File: src/hdl/ged_pkg.sv
// ----------------------------------------------------------------------------
// ged_pkg
// shared types, constants and helpers of the gradient edge detector
// ----------------------------------------------------------------------------
package ged_pkg;

  localparam int MAX_WIDTH = 2048;
  localparam int COL_W     = $clog2(MAX_WIDTH);
  localparam int WCNT_W    = $clog2(MAX_WIDTH + 1);
  localparam int PEND_W    = $clog2(MAX_WIDTH + 2);
  localparam int ROW_W     = 12;
  localparam int NUM_LANES = 3;

  localparam logic [1:0] OP_ROBERTS = 2'd0;
  localparam logic [1:0] OP_PREWITT = 2'd1;
  localparam logic [1:0] DIR_X      = 2'd0;
  localparam logic [1:0] DIR_Y      = 2'd1;

  typedef enum logic [1:0] {
    REG_WIDTH,
    REG_HEIGHT,
    REG_OPERATOR,
    REG_DIRECTION
  } reg_idx_t;

  typedef enum logic [2:0] {
    S_IDLE,
    S_WR,
    S_RD0,
    S_RD1,
    S_RD2,
    S_RD3,
    S_START,
    S_CALC
  } seq_state_t;

  typedef enum logic [2:0] {
    L_IDLE,
    L_GRAD,
    L_SUM,
    L_ROOT,
    L_DONE
  } lane_state_t;

  typedef struct packed {
    logic       operation;
    logic [7:0] red;
    logic [7:0] green;
    logic [7:0] blue;
  } pixel_t;

  typedef struct packed {
    logic [7:0] edge_red;
    logic [7:0] edge_green;
    logic [7:0] edge_blue;
    logic       end_of_row;
    logic       end_of_frame;
  } result_t;

  typedef struct packed {
    logic       start;
    logic [1:0] operator_kind;
    logic [1:0] gradient_direction;
  } lane_ctrl_t;

  typedef logic [8:0][7:0] win_bytes_t;

  function automatic logic [1:0] slot_next(input logic [1:0] s);
    return (s == 2'd2) ? 2'd0 : s + 2'd1;
  endfunction

  function automatic logic [1:0] slot_prev(input logic [1:0] s);
    return (s == 2'd0) ? 2'd2 : s - 2'd1;
  endfunction

endpackage

File: src/hdl/ged_lane.sv
// ----------------------------------------------------------------------------
// ged_lane
// one color channel: gradient, optional magnitude root, saturation
// ----------------------------------------------------------------------------
module ged_lane (
  input  logic                clk,
  input  logic                rst,
  input  ged_pkg::lane_ctrl_t ctrl,
  input  ged_pkg::win_bytes_t win,
  output logic                done,
  output logic [7:0]          value
);
  import ged_pkg::*;

  lane_state_t state, state_next;

  logic [9:0]  gx, gy;
  logic [19:0] sqx, sqy;
  logic [20:0] sum;
  logic [15:0] rad;
  logic [9:0]  rem;
  logic [7:0]  root;
  logic [2:0]  cnt;
  logic [1:0]  dir;

  logic [9:0]  a_x, b_x, a_y, b_y, gx_c, gy_c;
  logic [11:0] rem_sh, test;
  logic [9:0]  rem_n;
  logic [7:0]  root_n;

  always_comb begin
    logic [9:0] t1, t3, t5, t7;
    t1 = (ctrl.operator_kind == OP_PREWITT) ? 10'(win[1]) : {1'b0, win[1], 1'b0};
    t3 = (ctrl.operator_kind == OP_PREWITT) ? 10'(win[3]) : {1'b0, win[3], 1'b0};
    t5 = (ctrl.operator_kind == OP_PREWITT) ? 10'(win[5]) : {1'b0, win[5], 1'b0};
    t7 = (ctrl.operator_kind == OP_PREWITT) ? 10'(win[7]) : {1'b0, win[7], 1'b0};
    if (ctrl.operator_kind == OP_ROBERTS) begin
      a_x = 10'(win[8]);
      b_x = 10'(win[4]);
      a_y = 10'(win[5]);
      b_y = 10'(win[7]);
    end else begin
      a_x = 10'(win[0]) + t1 + 10'(win[2]);
      b_x = 10'(win[6]) + t7 + 10'(win[8]);
      a_y = 10'(win[0]) + t3 + 10'(win[6]);
      b_y = 10'(win[2]) + t5 + 10'(win[8]);
    end
    gx_c = (a_x > b_x) ? a_x - b_x : b_x - a_x;
    gy_c = (a_y > b_y) ? a_y - b_y : b_y - a_y;
  end

  always_comb begin
    sum = 21'(sqx) + 21'(sqy);
  end

  always_comb begin
    rem_sh = {rem, rad[15:14]};
    test   = {2'b00, root, 2'b01};
    if (rem_sh >= test) begin
      rem_n  = 10'(rem_sh - test);
      root_n = {root[6:0], 1'b1};
    end else begin
      rem_n  = rem_sh[9:0];
      root_n = {root[6:0], 1'b0};
    end
  end

  always_comb begin
    state_next = state;
    unique case (state)
      L_IDLE, L_DONE: if (ctrl.start) state_next = L_GRAD;
      L_GRAD: state_next = (dir == DIR_X || dir == DIR_Y) ? L_DONE : L_SUM;
      L_SUM:  state_next = (sum >= 21'd65025) ? L_DONE : L_ROOT;
      L_ROOT: if (cnt == 3'd0) state_next = L_DONE;
      default: state_next = L_IDLE;
    endcase
  end

  always_comb begin
    done = (state == L_DONE);
  end

  always_ff @(posedge clk) begin
    if (rst) begin
      state <= L_IDLE;
    end else begin
      state <= state_next;
    end
  end

  always_ff @(posedge clk) begin
    case (state)
      L_IDLE, L_DONE: begin
        if (ctrl.start) begin
          gx  <= gx_c;
          gy  <= gy_c;
          dir <= ctrl.gradient_direction;
        end
      end
      L_GRAD: begin
        sqx <= 20'(gx * gx);
        sqy <= 20'(gy * gy);
        if (dir == DIR_X) begin
          value <= (gx > 10'd255) ? 8'hff : gx[7:0];
        end else if (dir == DIR_Y) begin
          value <= (gy > 10'd255) ? 8'hff : gy[7:0];
        end
      end
      L_SUM: begin
        if (sum >= 21'd65025) value <= 8'hff;
        rad  <= sum[15:0];
        rem  <= '0;
        root <= '0;
        cnt  <= 3'd7;
      end
      L_ROOT: begin
        rad  <= {rad[13:0], 2'b00};
        rem  <= rem_n;
        root <= root_n;
        cnt  <= cnt - 3'd1;
        if (cnt == 3'd0) value <= root_n;
      end
      default: ;
    endcase
  end

endmodule

File: config.mk
export PLATFORM = sky130hd
export DESIGN_NAME = ged_lane
export DESIGN_NICKNAME = d
export VERILOG_FILES = /design/src/hdl/ged_pkg.sv /design/src/hdl/ged_lane.sv
export SDC_FILE = /design/constraint.sdc
export NUM_CORES = 1
export LEC_CHECK = 0
export BUFFER_PORTS_ARGS = -buffer_cell sky130_fd_sc_hd__buf_2
export CAP_MARGIN = 20
export CORE_ASPECT_RATIO = 1.25
export CORE_MARGIN = 1
export CORE_UTILIZATION = 63
export CTS_CLUSTER_DIAMETER = 200
export CTS_CLUSTER_SIZE = 14
export DETAILED_ROUTE_END_ITERATION = 7
export PLACE_DENSITY = 0.82
export SLEW_MARGIN = 0
export SYNTH_ARGS = -nofsm -noshare
export SYNTH_HDL_FRONTEND = slang
export SYNTH_SLANG_ARGS = --single-unit
File: constraint.sdc
create_clock -name clk -period 6.3 [get_ports clk]
set_input_delay 0.315 -clock clk [delete_from_list [all_inputs] [get_ports clk]]
set_output_delay 0.315 -clock clk [all_outputs]
set_load 0.01 [all_outputs]
==> results.md <==
- The count of nets after finishing is 2,078.
- For the pin with the worst max-slew slack, the measured transition is 1090 ps.
- The worst path in the final design needs a cycle of 5870 ps, including I/O delays and setup.
- In this run the mean area of a mapped cell was 9.33 um2.
- The library cell used as clock root buffer is sky130_fd_sc_hd__clkbuf_16.
- The first global-routing pass estimated 56.7 mm of wire.
- The count of H-tree levels built during CTS is 3.
- The die covers 0.0244 mm2.
- The routed layout has 11,600 vias.
- The cell accounting for the most synthesized area is sky130_fd_sc_hd__edfxtp_1.
- The aggregate global routing overflow is 0.
- The number of port buffers is 87.
- The number of nets in the synthesized netlist is 2,014.
- The worst-path maximum fanout is 12.
- Headroom to the max-slew limit came out at 0.273.
- The y dimension of the die is 174 um.
- The most used flip-flop cell after synthesis is sky130_fd_sc_hd__edfxtp_1.
- The weighted congestion reported at the end of routability-driven placement is 0.974.
- The area of the mapped netlist is 0.0150 mm2.
- Across every metal layer, demand over resource in global routing totals 0.294.
- Hold is met by 129 ps.
- After synthesis, the cell types taking the most area are sky130_fd_sc_hd__edfxtp_1 21%, sky130_fd_sc_hd__fa_1 18%, sky130_fd_sc_hd__ha_1 16%.
- The post-route antenna net violation count is 0.
- The placed wire-length estimate after detailed placement is 28.6 mm.
- The average wire length per cell after detail routing is 17.6 um.
- The number of DRC markers after the initial detailed-route iteration is 589.
- In this run the worst setup path begins at gx[2].
- The detailed-routing iteration count for the pre-antenna-repair pass is 6.
- Setup repair after global routing left no endpoint under its margin.
- Buffers inserted to repair hold after CTS numbered 0.
- The number of endpoints failing setup at the final stage is 0.
- The count of state elements after synthesis is 108.
- The post-route DRC violation count is 0.
- The clock latency on the worst-skew pair is 360 ps.
- Counting the buffers created by CTS gives 9.
- The antenna diode count is 0.
- Using the TritonRoute via totals, the vias-per-cell ratio works out to 5.91.
- The number of failing hold endpoints at the final stage was 0.
- Clock-pin slew was measured on the worst setup and hold paths at 80 ps.
- Of the post-synthesis cell area, the dominant cell type holds 0.210.
- The post-synthesis to final-layout area growth is 7.07%.
- Summed over all layers, the routed wires come to 34.5 mm.
- The total number of clock tree sinks is 108.
- The total area inside the core boundary comes to 0.0232 mm2.
- Data arrives at the worst endpoint at 5990 ps.
- In the finished design, the share of the clock period the worst path needs comes to 0.932.
- For the worst flop-to-flop path, the logic depth is 18.
- The type of origin of the critical path is a flip-flop.
- The worst setup path is of the flip-flop to flip-flop kind.
- For this run, the register share of the synthesized area comes to 0.214.
- In this run, distinct cell masters in the synthesized netlist total 79.
- No sink is reached through more buffers than the 2 on the longest clock path.
- Sorting the synthesized cells by how often they occur yields 230 x sky130_fd_sc_hd__inv_1, 193 x sky130_fd_sc_hd__ha_1, 135 x sky130_fd_sc_hd__fa_1.
- Based on the critical path, the design can be clocked at up to 0.170 GHz.
- Pin placement for this block handled 88 I/O pins.
- The total number of placement rows is 62.
- The register-to-register path setup slack is 430 ps.
- The TritonCTS clock tree is yes.
- The run finished with clean final reports.
- Gates resized during post-CTS repair numbered 0.
- The setup total negative slack is 0 ps.
- After synthesis, the share of flip-flops with an asynchronous set or reset is 0.
- Counting every instance in the synthesized netlist gives 1,607.
- The number of antenna violations at the first check in global routing is 1.
- In this run the worst setup path terminates at sqx[19].
- For this configuration, the core starts out at a cell density of 0.646.
- The number of global-route vias before repair is 12,000.
- In this run the critical register-to-register path is captured at sqx[19].
- Across the run, the number of max-cap violations was 0.
- The maximum number of pins on one net before global-route repair is 56.
- The number of synthesized flops with an enable pin is 105.
- The critical path endpoint category is a flip-flop.
- The layout cell share with drive strength beyond 1 is 0.115.
- The most frequent cell after synthesis is sky130_fd_sc_hd__inv_1.
- The post-route clock skew is 7.14 ps.
- For the worst setup path, the data required time is 6420 ps.
- In this run the critical register-to-register path is launched from gx[2].
- The number of setup buffers added after CTS is 0.
- The die is 140 um wide.
- Yosys printed 0 warnings.
- The worst hold path class is primary input to flip-flop.
- The number of max-slew violations in the final report is 0.
[how the worst min path moves through the flow]
stage	from	endpoint	slack, ps	depth (start not counted)
after detailed placement	ctrl[0]	dir[0]	500	1
after global placement	ctrl[0]	dir[0]	490	1
after CTS	ctrl[0]	dir[0]	120	1
after global routing	ctrl[1]	dir[1]	120	1
after floorplan	rst	state[0]	380	1
final	ctrl[0]	dir[0]	130	1
[state kept, by name (all words and copies together) (netlist names)]
name and count:
cnt 3, dir 2, gx 10, gy 10
rad 16, rem 10, root 8, sqx 19
sqy 19, state 3, value 8
[worst max-delay path, cell delays in order, from the launching register on]
cell,delay [ps]
sky130_fd_sc_hd__edfxtp_1,670
sky130_fd_sc_hd__nand2_1,180
sky130_fd_sc_hd__fa_1,480
sky130_fd_sc_hd__fa_1,540
sky130_fd_sc_hd__inv_1,60
sky130_fd_sc_hd__fa_1,500
sky130_fd_sc_hd__fa_1,540
sky130_fd_sc_hd__inv_1,50
sky130_fd_sc_hd__fa_1,520
sky130_fd_sc_hd__inv_1,40
sky130_fd_sc_hd__ha_1,220
sky130_fd_sc_hd__or2_2,290
sky130_fd_sc_hd__or3_1,310
sky130_fd_sc_hd__o221a_2,260
sky130_fd_sc_hd__nor4_1,180
sky130_fd_sc_hd__nor3_1,110
sky130_fd_sc_hd__a211oi_1,380
sky130_fd_sc_hd__a21oi_1,140
sky130_fd_sc_hd__xnor2_1,140
[layout make-up]
class | count | area (um2)
Multi-Input combinational cell | 1217 | 10700
Fill cell | 1772 | 7150
Sequential cell | 108 | 3210
Inverter | 230 | 863
Timing Repair Buffer | 105 | 571
Tap cell | 288 | 360
Clock buffer | 9 | 225
Clock inverter | 7 | 106
[through the flow]
stage,area (um2),worst slack [ps],cells,util
2_1_floorplan,15000,656,1607,-
3_3_place_gp,15700,385,1947,0.677
3_5_place_dp,15700,165,1947,0.677
4_1_cts,16000,432,1963,0.691
5_1_grt,16000,143,1964,0.692
6_report,16000,427,1964,0.692
[cell usage in the layout, fill, tap and decap left out, types with 22 or more instances in the layout]
cell,n
sky130_fd_sc_hd__nor2b_1,29
sky130_fd_sc_hd__and2_1,71
sky130_fd_sc_hd__ha_1,193
sky130_fd_sc_hd__nor2_1,115
sky130_fd_sc_hd__edfxtp_1,105
sky130_fd_sc_hd__a21o_1,30
sky130_fd_sc_hd__nand2_1,126
sky130_fd_sc_hd__fa_1,135
sky130_fd_sc_hd__inv_1,230
sky130_fd_sc_hd__buf_2,87
sky130_fd_sc_hd__mux2_2,34
sky130_fd_sc_hd__xor2_1,23
sky130_fd_sc_hd__o21ai_0,57
sky130_fd_sc_hd__xnor2_1,65
sky130_fd_sc_hd__mux2i_1,23
sky130_fd_sc_hd__nor3_1,22
sky130_fd_sc_hd__a21oi_1,74
sky130_fd_sc_hd__o21a_1,24
[kinds of logic (layout without fill, tap and decap cells)]
kind of cell,Yosys count,count (layout),synth area share
AOI/OAI and AO/OA,297,297,0.135
xor gates and xnor gates,88,88,0.0514
adders and majority gates,328,328,0.341
buffers and inverters,282,351,0.0723
DFF,108,108,0.214
muxes,57,57,0.0409
other,1,1,0.000250
and+or+nand+nor,446,446,0.145
[layer usage]
metal | part of all wire | GRT usage | wire [um] | up-vias
met1 | 0.38 | 0.319 | 13000 | 5556
met2 | 0.53 | 0.562 | 18100 | 413
met5 | 0 | 0 | 0 | -
met4 | 0.048 | 0.139 | 1660 | 0
met3 | 0.049 | 0.0347 | 1680 | 97
li1 | - | - | - | 5544
Power is not shown: default switching activity piles up to over one toggle a cycle in this logic, so the estimate is an artifact.
